[src/ipvr_pkg.sv]
`timescale 1ns / 1ps
// Shared types, constants and helper functions for the IRQ polling table
// and vector router. No dependencies; every other file imports this package.
package ipvr_pkg;

    localparam int POLL_SLOTS   = 12;
    localparam int VECTOR_COUNT = 256;
    localparam int SLOT_IDX_W   = (POLL_SLOTS > 1) ? $clog2(POLL_SLOTS) : 1;
    localparam int VEC_ADDR_W   = $clog2(VECTOR_COUNT);

    // Request kinds.
    localparam logic REQ_SETUP = 1'b0;
    localparam logic REQ_FETCH = 1'b1;

    // Handler codes.
    localparam logic [2:0] H_TRAP     = 3'd0;
    localparam logic [2:0] H_SYSCALL  = 3'd1;
    localparam logic [2:0] H_TRACE    = 3'd2;
    localparam logic [2:0] H_TCALL    = 3'd3;
    localparam logic [2:0] H_TIMER    = 3'd4;
    localparam logic [2:0] H_IRQ      = 3'd5;
    localparam logic [2:0] H_RESERVED = 3'd6;

    // Error codes.
    localparam logic [1:0] ERR_NONE  = 2'd0;
    localparam logic [1:0] ERR_PARAM = 2'd1;
    localparam logic [1:0] ERR_FULL  = 2'd2;

    // Special vectors.
    localparam logic [7:0] TRACE_VEC   = 8'd9;
    localparam logic [7:0] AV_FIRST    = 8'd25;
    localparam logic [7:0] TIMER_VEC   = 8'd30;
    localparam logic [7:0] AV_LAST     = 8'd31;
    localparam logic [7:0] SYSCALL_VEC = 8'd32;
    localparam logic [7:0] TCALL_FIRST = 8'd33;
    localparam logic [7:0] TCALL_LAST  = 8'd47;

    // Number of vector table write steps after a slot update.
    localparam int          WSTEPS    = 7;
    localparam logic [2:0]  WSTEP_END = 3'(WSTEPS - 1);

    typedef logic [SLOT_IDX_W-1:0] slot_idx_t;
    typedef logic [VEC_ADDR_W-1:0] vec_addr_t;

    // Token that walks the cell chain and gathers the scan results.
    typedef struct packed {
        logic      valid;
        logic      match_found;
        slot_idx_t match_idx;
        logic      free_found;
        slot_idx_t free_idx;
        logic [1:0] vec_cnt;
        logic [1:0] occ_cnt;
    } scan_tok_t;

    // Broadcast write command to the slot cells.
    typedef struct packed {
        logic        en;
        logic        clear;
        slot_idx_t   idx;
        logic [7:0]  vec;
        logic [7:0]  prio;
        logic [31:0] isr;
        logic [31:0] st;
        logic [31:0] port;
    } slot_wr_t;

    // Write command to the vector table.
    typedef struct packed {
        logic       en;
        vec_addr_t  addr;
        logic [2:0] data;
    } vt_wr_t;

    // Handler code of a vector after reset.
    function automatic logic [2:0] default_handler(input vec_addr_t v);
        logic [7:0] v8;
        logic [2:0] h;
        v8 = 8'(v);
        if (v8 < 8'd2) begin
            h = H_RESERVED;
        end else if (v8 == TRACE_VEC) begin
            h = H_TRACE;
        end else if (v8 == TIMER_VEC) begin
            h = H_TIMER;
        end else if (v8 == SYSCALL_VEC) begin
            h = H_SYSCALL;
        end else if (v8 >= TCALL_FIRST && v8 <= TCALL_LAST) begin
            h = H_TCALL;
        end else begin
            h = H_TRAP;
        end
        return h;
    endfunction

    // Autovector addressed by write steps one through six: 25-29, then 31.
    function automatic logic [7:0] autovector(input logic [2:0] step);
        logic [7:0] a;
        if (step == WSTEP_END) begin
            a = AV_LAST;
        end else begin
            a = AV_FIRST + 8'(step) - 8'd1;
        end
        return a;
    endfunction

    // Saturating count up to two.
    function automatic logic [1:0] sat_inc(input logic [1:0] c, input logic b);
        logic [1:0] r;
        if (c == 2'd2) begin
            r = c;
        end else begin
            r = c + {1'b0, b};
        end
        return r;
    endfunction

endpackage

[src/irq_polling_table_vector_router_core.sv]
`timescale 1ns / 1ps
// Top level of the IRQ polling table and vector router: sequencer, slot cell
// chain and vector table. Depends on ipvr_pkg, ipvr_cell and ipvr_vec_table.
//
// The block holds twelve polling slots (vector, priority, service routine,
// driver static address, port address) in a chain of cells, plus a 256-entry
// table of handler codes that comes out of reset at its built defaults. Each
// input transaction produces exactly one result transaction. A fetch reads
// the vector table through a registered read, forms its answer in the fetch
// state and then passes through the done state to the output register. A
// registration with a legal vector or a removal with a nonzero vector sends
// a scan token down the cell chain, one cell per cycle; the chosen slot is
// written as the token leaves the last cell, and then seven vector table
// write steps follow (the device vector and the autovectors 25-29 and 31),
// one table write port per cycle. A full table or a removal without a
// matching slot skips the write steps. A rejected request skips the scan
// and goes straight from idle to the done state. Items are handled one at a
// time; a finished result sits in the output register, so the next
// transaction is accepted while it still waits to be taken. The enable
// register is written through its own channel and should only be changed
// while the block is idle; with it cleared, slot updates still happen but
// the vector table is left untouched.
module irq_polling_table_vector_router_core (
    input  logic        aclk,
    input  logic        aresetn,
    // Input transactions.
    input  logic        s_valid,
    output logic        s_ready,
    input  logic        s_req_type,
    input  logic [7:0]  s_vector_number,
    input  logic [7:0]  s_priority_req,
    input  logic [31:0] s_isr_address,
    input  logic [31:0] s_static_address,
    input  logic [31:0] s_port_address,
    // Result transactions.
    output logic        m_valid,
    input  logic        m_ready,
    output logic        m_success,
    output logic [1:0]  m_error_code,
    output logic [2:0]  m_handler_code,
    // Configuration write channel (vector_table_enabled).
    input  logic        cfg_valid,
    output logic        cfg_ready,
    input  logic        cfg_data
);
    import ipvr_pkg::*;

    localparam logic [2:0] ST_IDLE  = 3'd0;
    localparam logic [2:0] ST_SCAN  = 3'd1;
    localparam logic [2:0] ST_WRITE = 3'd2;
    localparam logic [2:0] ST_FETCH = 3'd3;
    localparam logic [2:0] ST_DONE  = 3'd4;

    logic [2:0]  state_reg, state_next;
    logic        vte_reg;

    logic        req_type_reg;
    logic [7:0]  vec_reg;
    logic [7:0]  prio_reg;
    logic [31:0] isr_reg;
    logic [31:0] st_reg;
    logic [31:0] port_reg;

    logic        start_reg, start_next;
    logic [2:0]  wstep_reg, wstep_next;
    logic        do_vec_reg, do_vec_next;
    logic        do_auto_reg, do_auto_next;
    logic [2:0]  wcode_reg, wcode_next;

    logic        res_success_reg, res_success_next;
    logic [1:0]  res_err_reg, res_err_next;
    logic [2:0]  res_code_reg, res_code_next;

    logic        m_valid_reg, m_valid_next;
    logic        m_success_reg;
    logic [1:0]  m_err_reg;
    logic [2:0]  m_code_reg;

    logic        accept;
    logic        out_load;
    logic        in_vec_legal;
    logic        vec_in_range;
    logic        is_autovec;

    scan_tok_t   tok [POLL_SLOTS+1];
    scan_tok_t   tok_start;
    scan_tok_t   tok_last;
    slot_wr_t    slot_wr;
    vt_wr_t      vt_wr;
    logic [2:0]  vt_rd_data;

    assign accept    = s_valid && s_ready;
    assign s_ready   = (state_reg == ST_IDLE);
    assign cfg_ready = 1'b1;
    assign out_load  = (state_reg == ST_DONE) && (!m_valid_reg || m_ready);

    // Vector range checks on the incoming transaction.
    assign vec_in_range = ({1'b0, s_vector_number} < 9'(VECTOR_COUNT));
    assign in_vec_legal = vec_in_range && (s_vector_number >= 8'd2)
                          && (s_vector_number != TIMER_VEC);
    assign is_autovec   = (vec_reg >= AV_FIRST) && (vec_reg <= AV_LAST);

    // The slot cell chain. A token enters cell 0 in the cycle after a scanning
    // setup is accepted and leaves the last cell with the scan result.
    always_comb begin
        tok_start       = '0;
        tok_start.valid = start_reg;
    end

    assign tok[0] = tok_start;

    for (genvar gi = 0; gi < POLL_SLOTS; gi++) begin : g_cell
        ipvr_cell u_cell (
            .aclk       (aclk),
            .aresetn    (aresetn),
            .cell_idx   (SLOT_IDX_W'(gi)),
            .req_vec    (vec_reg),
            .req_static (st_reg),
            .tok_in     (tok[gi]),
            .tok_out    (tok[gi+1]),
            .slot_wr    (slot_wr)
        );
    end

    assign tok_last = tok[POLL_SLOTS];

    ipvr_vec_table u_vec_table (
        .aclk    (aclk),
        .aresetn (aresetn),
        .wr      (vt_wr),
        .rd_addr (s_vector_number[VEC_ADDR_W-1:0]),
        .rd_data (vt_rd_data)
    );

    // Vector table writes: step zero is the device vector, steps one to six
    // the autovectors.
    always_comb begin
        vt_wr = '0;
        if (state_reg == ST_WRITE) begin
            vt_wr.data = wcode_reg;
            if (wstep_reg == 3'd0) begin
                vt_wr.en   = do_vec_reg;
                vt_wr.addr = vec_reg[VEC_ADDR_W-1:0];
            end else begin
                vt_wr.en   = do_auto_reg;
                vt_wr.addr = VEC_ADDR_W'(autovector(wstep_reg));
            end
        end
    end

    // Sequencer.
    always_comb begin
        state_next       = state_reg;
        start_next       = 1'b0;
        wstep_next       = wstep_reg;
        do_vec_next      = do_vec_reg;
        do_auto_next     = do_auto_reg;
        wcode_next       = wcode_reg;
        res_success_next = res_success_reg;
        res_err_next     = res_err_reg;
        res_code_next    = res_code_reg;

        slot_wr       = '0;
        slot_wr.idx   = tok_last.match_idx;
        slot_wr.vec   = vec_reg;
        slot_wr.prio  = prio_reg;
        slot_wr.isr   = isr_reg;
        slot_wr.st    = st_reg;
        slot_wr.port  = port_reg;

        case (state_reg)
            ST_IDLE: begin
                if (accept) begin
                    res_success_next = 1'b0;
                    res_err_next     = ERR_PARAM;
                    res_code_next    = H_TRAP;
                    if (s_req_type == REQ_FETCH) begin
                        state_next = vec_in_range ? ST_FETCH : ST_DONE;
                    end else if (s_isr_address != 32'd0) begin
                        if (in_vec_legal) begin
                            state_next = ST_SCAN;
                            start_next = 1'b1;
                        end else begin
                            state_next = ST_DONE;
                        end
                    end else if (s_vector_number != 8'd0) begin
                        state_next = ST_SCAN;
                        start_next = 1'b1;
                    end else begin
                        state_next = ST_DONE;
                    end
                end
            end
            ST_FETCH: begin
                res_success_next = 1'b1;
                res_err_next     = ERR_NONE;
                res_code_next    = vt_rd_data;
                state_next       = ST_DONE;
            end
            ST_SCAN: begin
                if (tok_last.valid) begin
                    wstep_next = 3'd0;
                    if (isr_reg != 32'd0) begin
                        // Registration: a matching slot wins over a free one.
                        wcode_next   = H_IRQ;
                        do_vec_next  = vte_reg;
                        do_auto_next = vte_reg;
                        if (tok_last.match_found || tok_last.free_found) begin
                            slot_wr.en       = 1'b1;
                            slot_wr.idx      = tok_last.match_found ?
                                               tok_last.match_idx : tok_last.free_idx;
                            res_success_next = 1'b1;
                            res_err_next     = ERR_NONE;
                            state_next       = ST_WRITE;
                        end else begin
                            res_err_next = ERR_FULL;
                            state_next   = ST_DONE;
                        end
                    end else begin
                        // Removal: the vector goes back to trap when no other
                        // slot holds it; for an autovector, the autovectors
                        // follow when the table is then empty.
                        wcode_next   = H_TRAP;
                        do_vec_next  = vte_reg && (tok_last.vec_cnt < 2'd2);
                        do_auto_next = vte_reg && (tok_last.vec_cnt < 2'd2)
                                       && is_autovec && (tok_last.occ_cnt < 2'd2);
                        if (tok_last.match_found) begin
                            slot_wr.en       = 1'b1;
                            slot_wr.clear    = 1'b1;
                            res_success_next = 1'b1;
                            res_err_next     = ERR_NONE;
                            state_next       = ST_WRITE;
                        end else begin
                            state_next = ST_DONE;
                        end
                    end
                end
            end
            ST_WRITE: begin
                wstep_next = wstep_reg + 3'd1;
                if (wstep_reg == WSTEP_END) begin
                    state_next = ST_DONE;
                end
            end
            ST_DONE: begin
                if (out_load) begin
                    state_next = ST_IDLE;
                end
            end
            default: begin
                state_next = ST_IDLE;
            end
        endcase
    end

    always_comb begin
        m_valid_next = m_valid_reg;
        if (out_load) begin
            m_valid_next = 1'b1;
        end else if (m_ready) begin
            m_valid_next = 1'b0;
        end
    end

    always_ff @(posedge aclk) begin
        if (!aresetn) begin
            state_reg   <= ST_IDLE;
            start_reg   <= 1'b0;
            vte_reg     <= 1'b1;
            m_valid_reg <= 1'b0;
        end else begin
            state_reg   <= state_next;
            start_reg   <= start_next;
            m_valid_reg <= m_valid_next;
            if (cfg_valid && cfg_ready) begin
                vte_reg <= cfg_data;
            end
        end
    end

    always_ff @(posedge aclk) begin
        if (accept) begin
            req_type_reg <= s_req_type;
            vec_reg      <= s_vector_number;
            prio_reg     <= s_priority_req;
            isr_reg      <= s_isr_address;
            st_reg       <= s_static_address;
            port_reg     <= s_port_address;
        end
        wstep_reg       <= wstep_next;
        do_vec_reg      <= do_vec_next;
        do_auto_reg     <= do_auto_next;
        wcode_reg       <= wcode_next;
        res_success_reg <= res_success_next;
        res_err_reg     <= res_err_next;
        res_code_reg    <= res_code_next;
        if (out_load) begin
            m_success_reg <= res_success_reg;
            m_err_reg     <= res_err_reg;
            m_code_reg    <= res_code_reg;
        end
    end

    assign m_valid        = m_valid_reg;
    assign m_success      = m_success_reg;
    assign m_error_code   = m_err_reg;
    assign m_handler_code = m_code_reg;

`ifndef NO_ASSERTIONS
    // The vector table is only written during the write steps.
    assert property (@(posedge aclk) disable iff (!aresetn)
        vt_wr.en |-> (state_reg == ST_WRITE))
        else $error("vector table written outside the write steps");

    // A scan token only leaves the chain while the sequencer waits for it.
    assert property (@(posedge aclk) disable iff (!aresetn)
        tok_last.valid |-> (state_reg == ST_SCAN))
        else $error("scan token arrived outside a scan");

    // Slots are only changed when a scan has just finished.
    assert property (@(posedge aclk) disable iff (!aresetn)
        slot_wr.en |-> (tok_last.valid && (state_reg == ST_SCAN)))
        else $error("slot written without a finished scan");

    // A result reports success exactly when it carries no error.
    assert property (@(posedge aclk) disable iff (!aresetn)
        m_valid |-> (m_success == (m_error_code == ERR_NONE)))
        else $error("success flag disagrees with error code");

    // A handler code other than trap only comes from a successful fetch.
    assert property (@(posedge aclk) disable iff (!aresetn)
        (out_load && (res_code_reg != H_TRAP)) |-> (req_type_reg == REQ_FETCH))
        else $error("handler code on a non-fetch result");
`endif

endmodule

[src/ipvr_cell.sv]
`timescale 1ns / 1ps
// One polling table slot and its stage of the scan chain.
// Depends on ipvr_pkg.
module ipvr_cell (
    input  logic                  aclk,
    input  logic                  aresetn,
    input  ipvr_pkg::slot_idx_t   cell_idx,
    input  logic [7:0]            req_vec,
    input  logic [31:0]           req_static,
    input  ipvr_pkg::scan_tok_t   tok_in,
    output ipvr_pkg::scan_tok_t   tok_out,
    input  ipvr_pkg::slot_wr_t    slot_wr
);
    import ipvr_pkg::*;

    logic [7:0]  vec_reg;
    logic [7:0]  prio_reg;
    logic [31:0] isr_reg;
    logic [31:0] st_reg;
    logic [31:0] port_reg;
    scan_tok_t   tok_reg;
    scan_tok_t   tok_next;

    logic occupied;
    logic vec_hit;
    logic full_hit;
    logic wr_here;

    assign occupied = (vec_reg != 8'd0);
    assign vec_hit  = (vec_reg == req_vec);
    assign full_hit = occupied && vec_hit && (st_reg == req_static);
    assign wr_here  = slot_wr.en && (slot_wr.idx == cell_idx);

    always_comb begin
        tok_next             = tok_in;
        tok_next.match_found = tok_in.match_found | full_hit;
        tok_next.match_idx   = tok_in.match_found ? tok_in.match_idx : cell_idx;
        tok_next.free_found  = tok_in.free_found | !occupied;
        tok_next.free_idx    = tok_in.free_found ? tok_in.free_idx : cell_idx;
        tok_next.vec_cnt     = sat_inc(tok_in.vec_cnt, vec_hit);
        tok_next.occ_cnt     = sat_inc(tok_in.occ_cnt, occupied);
    end

    always_ff @(posedge aclk) begin
        if (!aresetn) begin
            tok_reg <= '0;
            vec_reg <= 8'd0;
        end else begin
            tok_reg <= tok_next;
            if (wr_here) begin
                vec_reg <= slot_wr.clear ? 8'd0 : slot_wr.vec;
            end
        end
    end

    // Entry payload; only meaningful while the slot is occupied.
    always_ff @(posedge aclk) begin
        if (wr_here) begin
            prio_reg <= slot_wr.clear ? 8'd0  : slot_wr.prio;
            isr_reg  <= slot_wr.clear ? 32'd0 : slot_wr.isr;
            st_reg   <= slot_wr.clear ? 32'd0 : slot_wr.st;
            port_reg <= slot_wr.clear ? 32'd0 : slot_wr.port;
        end
    end

    assign tok_out = tok_reg;

endmodule

[src/ipvr_vec_table.sv]
`timescale 1ns / 1ps
// Vector handler table: one write and one registered read per cycle, with a
// valid bit per entry so unwritten entries read as their built default.
// Depends on ipvr_pkg.
module ipvr_vec_table (
    input  logic                 aclk,
    input  logic                 aresetn,
    input  ipvr_pkg::vt_wr_t     wr,
    input  ipvr_pkg::vec_addr_t  rd_addr,
    output logic [2:0]           rd_data
);
    import ipvr_pkg::*;

    logic [2:0]              mem [VECTOR_COUNT];
    logic [VECTOR_COUNT-1:0] valid_reg;
    logic [2:0]              mem_rd_reg;
    logic                    valid_rd_reg;
    logic [2:0]              dflt_rd_reg;

    always_ff @(posedge aclk) begin
        if (wr.en) begin
            mem[wr.addr] <= wr.data;
        end
        mem_rd_reg  <= mem[rd_addr];
        dflt_rd_reg <= default_handler(rd_addr);
    end

    always_ff @(posedge aclk) begin
        if (!aresetn) begin
            valid_reg    <= '0;
            valid_rd_reg <= 1'b0;
        end else begin
            if (wr.en) begin
                valid_reg[wr.addr] <= 1'b1;
            end
            valid_rd_reg <= valid_reg[rd_addr];
        end
    end

    assign rd_data = valid_rd_reg ? mem_rd_reg : dflt_rd_reg;

endmodule

[config.mk]
export PLATFORM = sky130hd
export DESIGN_NAME = irq_polling_table_vector_router_core
export DESIGN_NICKNAME = d
export VERILOG_FILES = /design/src/ipvr_pkg.sv /design/src/irq_polling_table_vector_router_core.sv /design/src/ipvr_cell.sv /design/src/ipvr_vec_table.sv
export SDC_FILE = /design/constraint.sdc
export NUM_CORES = 2
export LEC_CHECK = 0
export BUFFER_PORTS_ARGS = -buffer_cell sky130_fd_sc_hd__buf_2
export CORE_MARGIN = 2
export CORE_UTILIZATION = 35
export DETAILED_ROUTE_END_ITERATION = 12
export GPL_TIMING_DRIVEN = 0
export MAX_ROUTING_LAYER = met4
export PLACE_DENSITY = 0.47
export SLEW_MARGIN = 10
export SYNTH_ARGS = -nofsm -noshare
export SYNTH_HDL_FRONTEND = slang
export SYNTH_SLANG_ARGS = --single-unit
[constraint.sdc]
create_clock -name aclk -period 5.56 [get_ports aclk]
set_input_delay 1.112 -clock aclk [delete_from_list [all_inputs] [get_ports aclk]]
set_output_delay 1.112 -clock aclk [all_outputs]
set_load 0.02 [all_outputs]
==> flow_summary.yaml <==
cts:
  ctsResizeCount: 0
  post_cts_buffers: 0
  cts_buffers: 141
  postCtsHoldBufs: 0
  ctsHtreeMaxLevel: 4
  clock_latency_ps: 780
  cts_tree: "built"
  cts-root-buf: "clkbuf_16"
  path_clk_slew_ps: 60
  cts_sinks: 1239
  max-clock-path-buffers: 3
setup_path:
  cp_slowest_stage_delay_ps: 1010
  worstPathArrival_ps: 5330
  crit_family: "buffers and inverters"
  slowest_stage: "clkbuf_1"
  required_ps: 6150
  worstPathCellList: "buf_2, buf_2, buf_4, clkbuf_1, buf_2, a211oi_1, a2111oi_0, a211oi_1, a211oi_1"
  path_max_fanout: 10
  path_class: "input port to register"
  end_kind: "register"
  crit_buf_inv: 5
  start_kind: "input port"
die:
  die_area_sq_mm: 0.1461
  ios: 128
  fp.dieW_microns: 382.2
  placementRows: 138
  core_area_sq_mm: 0.1418
  fp.dieH_microns: 382.2
  initial_core_util: 0.3532
pwr:
  leakage_nw: 19.74
  combPwrFrac: 0.062
  power_density_mw_per_mm2: 352.5
  peakVddDrop_uv: 260.9
  clkPwrFrac: 0.456
  seqPwrFrac: 0.481
  p_sw_mw: 4.850
  swShare: 0.2374
  power.internal_mw: 15.58
final_layout:
  stdcell_count: 6004
  fin_util: 0.4088
  nets: 4133
  fillers: 13250
  drive_gt1_frac: 0.1315
  synthToLayoutAreaGrowth_pct: 15.76
  final_area_sq_mm: 0.05796
  largest_reg_flops: 384
sta:
  setup-violations-final: 0
  worst_slew_pin_slew_ps: 1409
  fin_crit_sh: 0.8524
  rsz0062_at_grt: "no"
  max_freq_mhz: 211.0
  skew_ps: 33.79
  finalSetupTns_ps: 0
  worst_hold_slack_ps: 415.0
  hold_viol: 0
  slew_violations: 0
  fin_crit_ps: 4739
  slew-limit-headroom: 0.06045
synth:
  synth_top_area_frac: 0.4378
  synth_edf_count: 730
  syn_area_sq_mm: 0.05007
  syn-num-nets: 3887
  synth_async_sr_flop_share: 0
  synthTopCellsByCount: "edfxtp_1 (730), dfxtp_1 (509), nor2_1 (326)"
  synth-seq-cells: 1239
  seq_area_frac_synth: 0.6414
  ys_top_cells_by_area: "edfxtp_1 (44%), dfxtp_1 (20%), mux4_2 (5.4%)"
  yosysUniqueCellTypes: 74
  yosysTopAreaCell: "edfxtp_1"
  syn_area_per_cell_sq_um: 13.37
  ys.flop_type: "edfxtp_1"
  yosysMostFrequentCell: "edfxtp_1"
  ys.warnings.count: 0
  postSynthCellCount: 3745
global_route:
  grt_pass1_wl_microns: 230500
  grt_max_degree: 82
  grt_usage: 0.2302
  grt_pass1_vias: 30880
  grt_overflow_total: 0
  antenna_found_initial: 15
placed_design:
  dp_cells: 5738
  portBuffers: 86
  placed_area_sq_mm: 0.05331
  place_congestion: 0.8774
  dpl.hpwl_microns: 110600
routing:
  routed_via_density: 5.257
  drt-pass1-iter-count: 7
  dr_total_vias: 31570
  drc: 0
  ant_nets: 0
  routedWlPerCell_microns: 27.35
  wirelength_microns: 164200
  first_iter_violations: 2988
status:
  status: "finished clean"
flow_run:
  drv_cap: 0
min_path:
  hp-class: "register to register"
==> layout by cell type, fill, tap and decap left out, drive strengths merged, types with 92 or more instances in the layout <==
cell type  instances
edfxtp           730
dfxtp            509
clkbuf           343
nor2             339
o21a             258
xnor2            239
xor2             235
buf              189
nand2            175
mux4             121
mux2i            118
a21oi            103
nor4              94
inv               92
==> area by class of cell <==
cell class | count | area (sq um) | area share
sequential | 1239 | 32110 | 0.5541
multi-input combinational | 2192 | 16670 | 0.2877
inverter | 85 | 321.6 | 0.005548
clock buffer | 200 | 4015 | 0.06928
antenna | 8 | 20.02 | 0.0003454
buffer | 229 | 1023 | 0.01766
tap | 1890 | 2365 | 0.04080
timing repair buffer | 103 | 820.8 | 0.01416
clock inverter | 58 | 605.6 | 0.01045
==> through the flow <==
stage | power [mW] | worst slack [ps]
after floorplan | 10.71 | 597.2
after global placement | 11.30 | -3245
after detailed placement | 11.30 | 238.1
after CTS | 20.59 | 1065
after global routing | 21.02 | 858.4
final | 20.43 | 820.6
==> cells by family (layout without fill, tap and decap cells) <==
group	Yosys count	after routing	share of synthesized area
adder cells (fa/ha/maj)	23	23	0.005748
XOR/XNOR	474	474	0.08292
other	1	9	0.00007490
AO/OA/AOI/OAI	535	535	0.07265
AND/OR/NAND/NOR	911	911	0.09024
flip-flops	1239	1239	0.6414
multiplexers	248	248	0.08027
buffers and inverters	314	675	0.02674
==> per-layer routing <==
metal,GRT usage,wire [microns]
met2,0.3361,72250
met3,0.05174,11390
met1,0.3154,75420
met4,0.07808,5138
met5,-,0
==> final timing paths <==
kind / slack, ps / depth (start not counted) / startpoint / to
max reg2reg: 1720 / 6 / isr_reg[24] / g_cell[11].u_cell.st_reg[19]
min: 410 / 1 / g_cell[0].u_cell.tok_out[13] / g_cell[1].u_cell.tok_out[9]
max: 820 / 9 / s_vector_number[1] / u_vec_table.valid_rd_reg
min reg2reg: 410 / 1 / g_cell[0].u_cell.tok_out[13] / g_cell[1].u_cell.tok_out[9]
==> power groups by stage <==
| stage | clock, mW | combinational (mW) | sequential (mW) |
|---|---|---|---|
| final | 9.32 | 1.27 | 9.83 |
| after global routing | 9.84 | 1.35 | 9.84 |
| after CTS | 9.48 | 1.28 | 9.83 |
| after detailed placement | 0 | 1.28 | 10.0 |
| after global placement | 0 | 1.27 | 10.0 |
| after floorplan | 0 | 0.696 | 10.0 |
Note: power is estimated with default switching activity, not from simulation.
